File: config.mk
export PLATFORM = sky130hd
export DESIGN_NAME = fragment_reassembly_writer
export DESIGN_NICKNAME = d
export VERILOG_FILES = /design/src/hw/rtl/frw_pkg.sv /design/src/hw/rtl/fragment_reassembly_writer.sv /design/src/hw/rtl/frw_step.sv
export SDC_FILE = /design/constraint.sdc
export NUM_CORES = 1
export LEC_CHECK = 0
export ABC_AREA = 1
export BUFFER_PORTS_ARGS = -buffer_cell sky130_fd_sc_hd__buf_4
export CAP_MARGIN = 5
export CORE_ASPECT_RATIO = 1.4
export CORE_MARGIN = 4
export CORE_UTILIZATION = 55
export CTS_BUF_LIST = sky130_fd_sc_hd__clkbuf_2
export DETAILED_ROUTE_END_ITERATION = 10
export PLACE_DENSITY = 0.73
export SETUP_SLACK_MARGIN = 0.15
export SLEW_MARGIN = 20
export SYNTH_ARGS = -nofsm -noshare
export SYNTH_HDL_FRONTEND = slang
export SYNTH_SLANG_ARGS = --single-unit
File: constraint.sdc
create_clock -name clk -period 8.38 [get_ports clk]
set_clock_uncertainty 0.1 [all_clocks]
set_input_delay 0.419 -clock clk [delete_from_list [all_inputs] [get_ports clk]]
set_output_delay 0.419 -clock clk [all_outputs]
set_load 0.02 [all_outputs]
File: src/hw/rtl/frw_pkg.sv
// Package for the fragment reassembly writer: constants, beat types and state record.
package frw_pkg;

  localparam int unsigned BUFFER_BYTES    = 1048576;
  localparam int unsigned FRAGMENT_STRIDE = 1024;
  localparam int unsigned MAX_FRAGMENTS   = 255;
  localparam int unsigned HEADER_BYTES    = 8;

  // Append pointer must hold the buffer size itself.
  localparam int unsigned APPEND_W = $clog2(BUFFER_BYTES + 1);
  // Wide enough for 255 * 65535 + 65535 and for the buffer size.
  localparam int unsigned SUM_W    = 25;
  localparam int unsigned ADDR_W   = 20;

  localparam logic [7:0] CH_OPEN_BRACE    = 8'h7B;
  localparam logic [7:0] CH_OPEN_BRACKET  = 8'h5B;
  localparam logic [7:0] CH_CLOSE_BRACE   = 8'h7D;
  localparam logic [7:0] CH_CLOSE_BRACKET = 8'h5D;

  localparam logic       MODE_DATA  = 1'b0;
  localparam logic       MODE_BEGIN = 1'b1;

  localparam logic [1:0] STATUS_OK         = 2'd0;
  localparam logic [1:0] STATUS_INCOMPLETE = 2'd1;
  localparam logic [1:0] STATUS_SHORT      = 2'd2;

  localparam logic [8:0] RCV_FRAG_MAX = 9'd511;
  localparam logic [15:0] POS_MAX     = 16'hFFFF;

  typedef struct packed {
    logic       mode;
    logic [7:0] data_byte;
    logic       last_byte;
  } in_beat_t;

  typedef struct packed {
    logic              write_enable;
    logic [ADDR_W-1:0] write_address;
    logic [7:0]        write_data;
    logic              packet_end;
    logic              complete;
    logic [1:0]        status;
    logic [31:0]       result_length;
  } out_beat_t;

  typedef struct packed {
    logic [15:0]         pos;
    logic [63:0]         hdr;
    logic [7:0]          exp_frag;
    logic [8:0]          rcv_frag;
    logic [31:0]         vlen;
    logic [APPEND_W-1:0] app;
    logic [15:0]         depth;
    logic                done;
  } frw_state_t;

  localparam frw_state_t STATE_RESET = '{
    pos:      '0,
    hdr:      '0,
    exp_frag: 8'(MAX_FRAGMENTS),
    rcv_frag: '0,
    vlen:     '0,
    app:      '0,
    depth:    '0,
    done:     1'b0
  };

endpackage

File: src/hw/rtl/fragment_reassembly_writer.sv
// Top level of the fragment reassembly writer: state, config register and result register.
//
//   channel | direction | handshake              | payload
//   --------+-----------+------------------------+--------------------------------
//   in      | input     | in_valid / in_ready    | in_data  (mode, byte, last flag)
//   out     | output    | out_valid / out_ready  | out_data (store and status)
//   cfg     | input     | cfg_write_enable       | cfg_write_data (image_transfer)
//
// Each accepted byte beat produces one result beat in the following cycle; one beat per
// clock is sustained while out_ready is high. The per-byte state update and the address
// compute (fragment index times stride plus offset) sit between the state registers and
// the result register. in_ready drops only while a result waits and out_ready is low.
// Reset loads STATE_RESET and selects text mode; no clearing pass is needed.
module fragment_reassembly_writer (
  input  logic               clk,
  input  logic               rst_n,
  input  logic               in_valid,
  output logic               in_ready,
  input  frw_pkg::in_beat_t  in_data,
  output logic               out_valid,
  input  logic               out_ready,
  output frw_pkg::out_beat_t out_data,
  input  logic               cfg_write_enable,
  input  logic               cfg_write_data
);
  import frw_pkg::*;

  frw_state_t st_r;
  frw_state_t st_nxt;
  out_beat_t  res_nxt;
  out_beat_t  out_data_r;
  logic       out_valid_r;
  logic       image_r;
  logic       in_accept;

  frw_step u_step (
    .st             (st_r),
    .image_transfer (image_r),
    .beat           (in_data),
    .st_nxt         (st_nxt),
    .res            (res_nxt)
  );

  assign in_ready  = !out_valid_r || out_ready;
  assign in_accept = in_valid && in_ready;
  assign out_valid = out_valid_r;
  assign out_data  = out_data_r;

  always_ff @(posedge clk) begin
    if (!rst_n) begin
      st_r        <= STATE_RESET;
      image_r     <= 1'b0;
      out_valid_r <= 1'b0;
    end else begin
      if (cfg_write_enable) begin
        image_r <= cfg_write_data;
      end
      if (in_accept) begin
        st_r        <= st_nxt;
        out_valid_r <= 1'b1;
      end else if (out_ready) begin
        out_valid_r <= 1'b0;
      end
    end
  end

  // hold the result beat until taken
  always_ff @(posedge clk) begin
    if (in_accept) begin
      out_data_r <= res_nxt;
    end
  end

endmodule

File: src/hw/rtl/frw_step.sv
// Next-state and result logic for one received byte.
module frw_step (
  input  frw_pkg::frw_state_t st,
  input  logic                image_transfer,
  input  frw_pkg::in_beat_t   beat,
  output frw_pkg::frw_state_t st_nxt,
  output frw_pkg::out_beat_t  res
);
  import frw_pkg::*;

  logic [63:0]         hdr_nxt;
  logic [7:0]          frag;
  logic [7:0]          total;
  logic [15:0]         dlen;
  logic [31:0]         ilen;
  logic                unfrag;
  logic                in_header;
  logic [15:0]         d;
  logic [SUM_W-1:0]    a;
  logic                keep;
  logic [16:0]         pos_inc;
  logic [16:0]         n;
  logic [31:0]         n_clip;
  logic [8:0]          rcv_inc;
  logic [7:0]          exp_nxt;
  logic [APPEND_W-1:0] app_nxt;
  logic [15:0]         depth_nxt;

  always_comb begin
    in_header = (st.pos < 16'(HEADER_BYTES));
    hdr_nxt   = in_header ? {st.hdr[55:0], beat.data_byte} : st.hdr;
    frag      = hdr_nxt[63:56];
    total     = hdr_nxt[55:48];
    dlen      = hdr_nxt[47:32];
    ilen      = hdr_nxt[31:0];
    unfrag    = (dlen == 16'd0) || (ilen == 32'd0);
    d         = st.pos - 16'(HEADER_BYTES);
    a         = unfrag ? SUM_W'(d)
                       : SUM_W'(frag) * SUM_W'(FRAGMENT_STRIDE) + SUM_W'(d);
    keep      = unfrag || (d < dlen);
    pos_inc   = {1'b0, st.pos} + 17'd1;
    n         = pos_inc - 17'(HEADER_BYTES);
    n_clip    = (32'(n) > 32'(BUFFER_BYTES)) ? 32'(BUFFER_BYTES) : 32'(n);
    rcv_inc   = (st.rcv_frag < RCV_FRAG_MAX) ? st.rcv_frag + 9'd1 : st.rcv_frag;
    exp_nxt   = (frag == 8'd0) ? total : st.exp_frag;
    app_nxt   = st.app;
    depth_nxt = st.depth;

    st_nxt = st;
    res    = '0;

    if (beat.mode == MODE_BEGIN) begin
      st_nxt = STATE_RESET;
    end else begin
      res.packet_end = beat.last_byte;
      if (!st.done) begin
        if (image_transfer) begin
          st_nxt.hdr = hdr_nxt;
          if (!in_header && keep && (a < SUM_W'(BUFFER_BYTES))) begin
            res.write_enable  = 1'b1;
            res.write_address = a[ADDR_W-1:0];
            res.write_data    = beat.data_byte;
          end
          if (beat.last_byte) begin
            if (pos_inc < 17'(HEADER_BYTES)) begin
              res.status = STATUS_SHORT;
            end else if (unfrag) begin
              st_nxt.vlen = n_clip;
              st_nxt.done = 1'b1;
            end else begin
              st_nxt.exp_frag = exp_nxt;
              st_nxt.rcv_frag = rcv_inc;
              if (rcv_inc == {1'b0, exp_nxt}) begin
                st_nxt.vlen = ilen;
                st_nxt.done = 1'b1;
              end else begin
                st_nxt.vlen = st.vlen + 32'(dlen);
              end
            end
          end
        end else begin
          if (st.app < APPEND_W'(BUFFER_BYTES)) begin
            res.write_enable  = 1'b1;
            res.write_address = st.app[ADDR_W-1:0];
            res.write_data    = beat.data_byte;
            app_nxt           = st.app + APPEND_W'(1);
            case (beat.data_byte) inside
              CH_OPEN_BRACE, CH_OPEN_BRACKET:   depth_nxt = st.depth + 16'd1;
              CH_CLOSE_BRACE, CH_CLOSE_BRACKET: depth_nxt = st.depth - 16'd1;
              default:                          depth_nxt = st.depth;
            endcase
          end
          st_nxt.app   = app_nxt;
          st_nxt.depth = depth_nxt;
          if (beat.last_byte) begin
            if (depth_nxt == 16'd0) begin
              st_nxt.vlen = 32'(app_nxt);
              st_nxt.done = 1'b1;
            end else begin
              res.status = STATUS_INCOMPLETE;
            end
          end
        end
        // restart offset at packet end, else saturate
        if (beat.last_byte) begin
          st_nxt.pos = '0;
        end else if (st.pos < POS_MAX) begin
          st_nxt.pos = pos_inc[15:0];
        end
      end
      res.complete      = st_nxt.done;
      res.result_length = st_nxt.vlen;
    end
  end

endmodule

# == Word-level counts from Yosys, hierarchy flattened ==
# Index checks and enable logic that the tools add are counted.
# classes
add_sub_neg,9
n_lt_le_gt_ge,7
eq_ne,9
n_mux,42
n_reduce_logical,23
# op_table
cell,n
167-bit two-way mux,2
32-bit two-way mux,5
16-bit two-way mux,8
49-bit two-way mux,2
29-bit two-way mux,3
81-bit two-way mux,1
64-bit two-way mux,1
37-bit two-way mux,1
32-bit by 16-bit adder with 32-bit output,1
"8-bit by 7-bit == test with 1-bit output, second input constant",4
16-bit zero test,2
32-bit zero test,1
"25-bit by 21-bit < comparator with 1-bit output, second input constant",1
25-bit two-way mux,1
"21-bit by 1-bit adder with 21-bit output, second input constant",1
"21-bit < comparator, second input constant",1
21-bit two-way mux,1
18-bit by 16-bit adder with 19-bit output,1
"16-bit by 1-bit adder with 17-bit output, second input constant",1
"17-bit by 4-bit < comparator with 1-bit output, second input constant",1
17-bit two-way mux,1
"17-bit by 4-bit subtractor with 17-bit output, second input constant",1
"16-bit by 1-bit adder with 16-bit output, second input constant",1
16-bit < comparator,1
21 further kinds,47
# totals
regBits,234
input_bits,16
out_inout_bits,67
elab_cells,107

# == Logic depth before layout (Yosys ltp) ==
# Gate-level depths: netlist (run 1).
# logic_depth
word_depth,14
depth_mapped,28
ltp_nobuf,25

# == Hierarchy ==
# A second synthesis (run 1) with hierarchy kept.
# hier_totals
cells_unflattened,3120
area_unflattened_um2,19331.0
# by_module_without_submodules
module,n_inst,cells_per_inst,area_per_inst_um2,seq_area_each_um2
frw_step,1,1968,9999.6,0.0
fragment_reassembly_writer,1,1152,9331.4,5335.1

# == Least setup slack after synthesis (run 1) ==
# No wires, ideal clock.
# synth_timing
path_kind,reg-to-reg
startpoint,register st_r[164] (netlist name)
endpoint,register out_data_r (netlist bit out_data[30]) (data pin)
setup_time_ns,0.264
arrival_ns,3.651
required_time_ns,8.016
setup_slack_ns,4.365
path_stages_with_launch,28
path_buffers,3
period_less_slack_ns,4.015
cell_sequence,dfxtp_1 buf_2 nor2_4 nand2_2 nor2_8 nand2_4 buf_6 buf_2 nand2_1 o21ai_1 inv_2 ha_1 inv_1 fa_1 o21ai_0 a21oi_1 o21ai_0 nand3_1 nand2_1 nand2_1 nor3_1 nand2_1 xor2_1 nand2_1 nand3_1 nand2_1 nand3_1 o21ai_0
# synth_via
elab_chain_len,11
elab_cells_between_ends,17
classes_between,add/sub (2); order compare (2); eq/ne (1); mux (8); reduce/logical (4)
# synth_rtl
item,line_no,rtl
start: declaration,fragment_reassembly_writer.sv:28,frw_state_t st_r;
start signal: assignment,fragment_reassembly_writer.sv:59,st_r <= st_nxt;
branches (longest 7 deep; another with 32-bit by 16-bit adder with 32-bit output),--,
49-bit two-way mux (*),frw_step.sv:65,if (pos_inc < 17'(HEADER_BYTES)) begin
49-bit two-way mux (*),frw_step.sv:64,if (beat.last_byte) begin
32-bit two-way mux (*),frw_step.sv:57,if (image_transfer) begin
167-bit two-way mux (*),frw_step.sv:56,if (!st.done) begin
end signal: assignment,fragment_reassembly_writer.sv:70,out_data_r <= res_nxt;
end: declaration,fragment_reassembly_writer.sv:31,out_beat_t out_data_r;
# Every way passes the cells marked *. The select of a mux whose other input is x is not followed.
# A chain may end at the register's enable or synchronous reset.

# == Worst setup path in the final report (run 1) ==
# layout_timing
startpoint,register st_r[163] (netlist name)
endpoint,register st_r[86] (netlist name)
# layout_via
elab_chain_len,10
elab_cells_between_ends,18
classes_between,add/sub (1); order compare (2); eq/ne (2); mux (8); reduce/logical (5)
# layout_rtl
item
branches (longest 10 deep; another with 16-bit by 1-bit adder with 17-bit output)
# Several ways; the timed one is not identified. The select of a mux whose other input is x is not followed.

==> flow_summary.toml, run 1 <==
[clocking]
insertion_delay_of_the_later_clocked_pin_in_the_worst_skew_pair_ns = 0.96
h_tree_level_count = 2
clock_tree.root_cell = "clkbuf_2"
tritoncts = "yes"
buffer_depth_of_the_longest_clock_path = 3
clock_sink_count = 234
clk_transition_reported_paths_ns = 0.12
tritoncts.num_buffers = 60

[sta]
min_period_ns = 5.086
accumulated_negative_setup_slack_ns = 0
timing_worst_slew_pin_value_ns = 1.046
maxClockFrequency_ghz = 0.1966
final.hold.worst_slack_ns = 0.1175
timing_max_transition_violations_final = 0
worst_slew_margin_relative_to_its_limit = 0.3027
post-route-period-util = 0.6069
rsz0062_at_grt = "no"
timing.final.hold_violations = 0
report.final.setup_viol = 0

[cells_and_area]
area_delta_synth_final_pct = 7.472
post-route-cell-area_um2 = 17400
nets = 2481
post_route_cells_drive_above_1_share = 0.1132
area.sequential_um2 = 5335
fin_util = 0.5986
multiInputGateArea_um2 = 9069
fillerInstances = 2904

[critical_path]
critical_path_peak_fanout = 92
critical_path.reg2reg.startpoint = "st_r[163]"
worst-setup-path-type = "register to register"
reg2reg_end = "st_r[86]"
crit_path_start = "st_r[163]"
crit_path_start_kind = "register"
timing.critical_path.to = "st_r[86]"
critPathRequiredTime_ns = 9.10
worst_ep_arrival_time_ns = 5.81
timing.critical_path.to_type = "register"
r2r_setup_slack_ns = 3.29
r2r.worst_path.cells = 15

[floorplanning]
floorplan.die.width_um = 153.0
initial_utilization = 0.5570
core-area_um2 = 29070
num_rows = 74
io_pins = 83
die_y_um = 211.0
die_area_um2 = 32290

[flow_run]
drv_cap = 0

[routing]
via_count = 16510
route.antenna.remaining_nets = 0
detail_route.first_pass.iterations = 6
post-route-drc-count = 0
wl_mm = 52.42
drt_iter0_drc = 1449
vias_per_cell = 5.800
avgRoutedWirePerCell_um = 18.42

[global_routing]
grt_start_max_net_pins = 93
global_route.usage.met2 = 0.5416
global_route_wire_length_before_repair_mm = 82.51
grt_antenna_before_repair = 1
globalRoute.totalOverflow = 0
grt_use_total = 0.3153
grt.busiest_layer = "met2"
grtUsageMet3 = 0.04714
number_of_global_route_vias_before_repair = 15700
grt_util_met1 = 0.3652

[synthesis]
number_of_synthesized_flops_with_an_enable_pin = 65
synthDominantCellAreaShare = 0.2089
yosysMostFrequentCell = "nand2_1"
post_synth_inst_count = 2363
synth-seq-area-share = 0.3295
synth_fp_nets = 2428
yosys_warnings = 0
synth_largest_area_cell = "dfxtp_1"
ys_seq_elements = 234
synth_async_sr_flop_share = 0
synth.lib_cells_used.distinct = 55
synth.top_cells.by_count = "nand2_1 (627), inv_1 (258), a21oi_1 (241)"
syn-mean-instance-area_um2 = 6.853
synthTopCellsByArea = "dfxtp_1 (21%), nand2_1 (15%), edfxtp_1 (12%), a21oi_1 (7.4%), inv_1 (6.0%)"
syn-cell-area_um2 = 16190
synthFlopType = "dfxtp_1"

[pwr]
maximum_resistive_drop_on_vdd_v = 0.00009031
powerDensity_nw_per_um2 = 132.6
static-leakage-power_nw = 7.219
power.total_mw = 2.308

[placement]
dp_hpwl_mm = 37.46
place_area_um2 = 16700
portBuffers = 82
globalplace.congestion = 0.9845

[status]
outcome = "finished clean"

[hold_path]
path_class_of_the_lowest_slack_min_delay_path = "input pin to register"
## final cells by class
cell class | instances | area share
antenna | 1 | 0.0001438
clock buffer | 90 | 0.02588
clock inverter | 21 | 0.004961
inverter | 275 | 0.05996
multi-input combinational | 1725 | 0.5211
sequential | 234 | 0.3066
tap | 380 | 0.02732
timing repair buffer | 120 | 0.05407
## kinds of logic after synthesis
family                     synth area share
xor gates and xnor gates            0.05030
buffers and inverters                0.1121
and+or+nand+nor                      0.3189
adders and majority gates           0.03879
AOI/OAI and AO/OA                    0.1504
DFF                                  0.3295
## cell usage in the layout, fill, tap and decap left out, types with 10 or more instances in the layout
cell type,n
a21oi_1,240
a22o_1,17
a22oi_1,12
buf_4,104
clkbuf_2,90
clkinv_1,17
dfxtp_1,169
dlygate4sd3_1,16
edfxtp_1,65
ha_1,47
inv_1,258
inv_2,11
nand2_1,627
nand3_1,167
nand3_2,21
nand3b_1,17
nand4_1,77
nor2_1,138
nor2_2,10
nor3_1,34
nor4_1,18
o211ai_1,10
o21a_1,10
o21ai_0,81
o21ai_1,35
o22ai_1,14
xnor2_1,19
xor2_1,74
## state kept, by name, summed over array words and instances (netlist names)
name,flops
out_data,65
st_r,167
image_r,1
out_valid,1
## power breakdown
| group | internal, mW | leakage, nW | switching, mW |
|---|---|---|---|
| Clock | 0.290 | 0.426 | 0.502 |
| Sequential | 1.19 | 2.02 | 0.0188 |
| Combinational | 0.0857 | 4.77 | 0.218 |
## worst min path at each step
stage / startpoint / endpoint / slack [ns] / cells after the start
2_1_floorplan: st_r[84] / st_r[84] / 0.34 / 2
3_3_place_gp: st_r[92] / st_r[92] / 0.35 / 2
3_5_place_dp: st_r[144] / st_r[144] / 0.36 / 2
4_1_cts: in_valid / out_data[21] / 0.05 / 3
5_1_grt: in_valid / out_data[32] / 0.14 / 3
6_report: in_valid / out_data[32] / 0.12 / 3
## worst max-delay path: stages (launching register included)
cell and delay [ns]:
dfxtp_1 0.54, nor2_4 0.07, nand2_2 0.12, nor2_8 0.08
nand2_4 0.22, buf_4 0.70, o21ai_0 0.52, nor4_1 0.34
nand4_1 0.15, nand2_2 0.45, nor2_4 0.20, o21ai_2 0.42
inv_2 0.27, nand2_1 0.11, o211ai_1 0.08, dlygate4sd3_1 0.57
## per-layer routing
| metal | part of all wire | up-vias |
|---|---|---|
| met4 | 0.070 | 0 |
| met5 | 0 | - |
| li1 | - | 7992 |
| met2 | 0.49 | 711 |
| met3 | 0.068 | 198 |
| met1 | 0.37 | 7607 |
## stage by stage
step	instances	worst slack, ns
after global placement	2718	3.625
after global routing	2846	2.960
after floorplan	2363	4.365
after detailed placement	2718	3.610
final	2846	3.294
after CTS	2845	3.451
## what timing repair did
action                                 in CTS  in global routing
buffers inserted                            0                  0
resized for setup                           0                  0
hold buffers                               16                  0
endpoints found under the hold margin      74                  0
Power figures use the tool's default switching activity.
==> run 2, diff against run 1 <==
- ABC_AREA: 1 -> 0
- PLACE_DENSITY: 0.73 -> 0.76
- clock period: 8.38 -> 4.5 ns (I/O delays scaled with it)
==> run 2 against run 1 <==
Final cell count is 12% lower. Global-route usage is 6.4 points higher. Sequential power is 85% higher. Core utilization is 4.9 points higher. Critical endpoint is now out_data[16]. Largest cell class unchanged.
==> flow_summary.toml, run 2 <==
[pwr]
maximum_resistive_drop_on_vdd_v = 0.0001898
static-leakage-power_nw = 7.002
powerDensity_nw_per_um2 = 234.8
power.total_mw = 4.235

[clocking]
tritoncts = "yes"
clock_sink_count = 234
h_tree_level_count = 2
clk_transition_reported_paths_ns = 0.11
insertion_delay_of_the_later_clocked_pin_in_the_worst_skew_pair_ns = 1.02
clock_tree.root_cell = "clkbuf_2"
tritoncts.num_buffers = 59
buffer_depth_of_the_longest_clock_path = 3

[global_routing]
global_route_wire_length_before_repair_mm = 91.96
globalRoute.totalOverflow = 0
grt_antenna_before_repair = 2
grt_start_max_net_pins = 86
grt_use_total = 0.3795
number_of_global_route_vias_before_repair = 15550

[critical_path]
worst-setup-path-type = "register to register"
critical_path.reg2reg.startpoint = "st_r[154]"
critPathRequiredTime_ns = 5.09
reg2reg_end = "out_data[16]"
crit_path_start = "st_r[154]"
worst_ep_arrival_time_ns = 4.77
crit_path_start_kind = "register"
timing.critical_path.to = "out_data[16]"
timing.critical_path.to_type = "register"
r2r_setup_slack_ns = 0.32
critical_path_peak_fanout = 11
r2r.worst_path.cells = 18

[placement]
dp_worst_setup_slack_ns = 0.08778
dp_hpwl_mm = 45.17
portBuffers = 82
globalplace.congestion = 1.042

[floorplanning]
io_pins = 83
die_area_um2 = 31300
initial_utilization = 0.5631
core-area_um2 = 27840
floorplan.die.width_um = 150.7
die_y_um = 207.8
num_rows = 72

[synthesis]
synth-seq-area-share = 0.3404
yosysMostFrequentCell = "nor2_1"
syn-cell-area_um2 = 15680
post_synth_inst_count = 1937
yosys_warnings = 0
synthFlopType = "dfxtp_1"
synthTopCellsByArea = "dfxtp_1 (22%), edfxtp_1 (12%), nor2_1 (5.9%), nand2_1 (5.4%), a22oi_1 (3.9%)"
synth.lib_cells_used.distinct = 105
synthDominantCellAreaShare = 0.2158
syn-mean-instance-area_um2 = 8.092
synth_async_sr_flop_share = 0
ys_seq_elements = 234
synth_fp_nets = 2002
number_of_synthesized_flops_with_an_enable_pin = 65
synth.top_cells.by_count = "nor2_1 (246), nand2_1 (225), dfxtp_1 (169)"
synth_largest_area_cell = "dfxtp_1"

[cells_and_area]
area_delta_synth_final_pct = 15.07
top_reg_by_flops = "st_r"
final_cell_mix = "nor2_1 (243), nand2_1 (224), buf_4 (197)"
mostFrequentLayoutCell = "nor2_1"
nets = 2161
max_reg_flops = 167
fin_util = 0.6480
post_route_cells_drive_above_1_share = 0.1724

[hold_path]
path_class_of_the_lowest_slack_min_delay_path = "input pin to register"

[routing]
via_count = 16340
wl_mm = 60.47
routed-wl-met2_mm = 27.85
post-route-drc-count = 0
avgRoutedWirePerCell_um = 24.08
route.antenna.remaining_nets = 0
detail_route.first_pass.iterations = 6
met3_wire_len_mm = 5.010
vias_per_cell = 6.505
drt_iter0_drc = 1452
met1Wirelength_mm = 22.45
maxUsedRoutingLayer = "met5"

[status]
outcome = "finished clean"

[flow_run]
drv_cap = 0

[sta]
accumulated_negative_setup_slack_ns = 0
post-route-period-util = 0.9299
maxClockFrequency_ghz = 0.2390
worst_slew_margin_relative_to_its_limit = 0.3604
timing_worst_slew_pin_value_ns = 0.9594
timing.final.hold_violations = 0
report.final.setup_viol = 0
worst_setup_margin_ns = 0.3154
final.hold.worst_slack_ns = 0.08849
timing_max_transition_violations_final = 0
min_period_ns = 4.185
rsz0062_at_grt = "yes"
[run 2: cell count changes after synthesis, moves of 20 or more]
cell,change
or3_1,+23
nor2_1,+105
nand3_1,-96
o31ai_1,+20
a21oi_1,-128
xnor2_1,+43
nand2_1,-402
mux2i_1,+51
xor2_1,-36
nand4_1,-45
clkbuf_1,+22
inv_1,-210
a22oi_1,+70
[run 2: cell type report]
cell class	count	area [µm²]
tap	370	462.9
fill	2475	9799
sequential	234	5335
inverter	51	193.9
timing repair buffer	225	1780
clock inverter	29	142.6
antenna	1	2.502
clock buffer	76	380.4
multi-input combinational	1525	9739
[run 2: how the worst min path moves through the flow]
| stage | startpoint | endpoint | slack, ns | cells after the start |
|---|---|---|---|---|
| after floorplan | in_valid | out_valid | 0.25 | 2 |
| after global placement | st_r[79] | st_r[79] | 0.36 | 2 |
| after detailed placement | st_r[79] | st_r[79] | 0.37 | 2 |
| after CTS | rst_n | st_r[81] | 0.008 | 3 |
| after global routing | rst_n | st_r[81] | 0.06 | 3 |
| final | rst_n | st_r[84] | 0.09 | 3 |
[run 2: kinds of logic after synthesis]
| kind of cell | share of synthesized area |
|---|---|
| AOI/OAI and AO/OA | 0.2300 |
| xor gates and xnor gates | 0.05587 |
| adders and majority gates | 0.04007 |
| buffers and inverters | 0.04789 |
| DFF | 0.3404 |
| muxes | 0.03927 |
| and+or+nand+nor | 0.2465 |
[run 2: metrics by stage]
stage	std cells	area, µm²
floorplan	1937	15710
global placement	2375	17100
detailed placement	2375	17100
CTS	2506	17890
global route	2511	18040
finish	2511	18040
[run 2: timing repair]
action                     CTS  global route
hold buffers                25             0
hold endpoints to repair   112             0
pin swaps                    1             8
setup endpoints to repair   10            54
buffers inserted             1             4
resized for setup            0            25
[run 2: power by group]
group | switching [mW] | total (mW) | internal, mW | leakage [nW]
clock | 0.940 | 1.47 | 0.529 | 0.390
combinational | 0.359 | 0.531 | 0.171 | 4.59
sequential | 0.0265 | 2.24 | 2.21 | 2.02
[run 2: layer usage]
layer,up-vias,GRT usage
li1,7450,-
met3,246,0.08452
met2,907,0.6062
met4,2,0.2628
met5,-,0
met1,7730,0.4477
[run 2: critical path, cell delays in order, from the launching register on]
cell      delay, ns
dfxtp_1        0.36
nor4_4         0.38
nand4_4        0.14
buf_12         0.18
mux2i_2        0.16
inv_1          0.10
ha_1           0.17
inv_1          0.06
fa_1           0.41
nor2b_2        0.17
o31ai_2        0.09
a211oi_2       0.32
o21ai_1        0.17
nand2b_1       0.14
a21oi_2        0.09
xnor2_1        0.13
mux2i_1        0.25
a21oi_1        0.11
a221oi_1       0.38
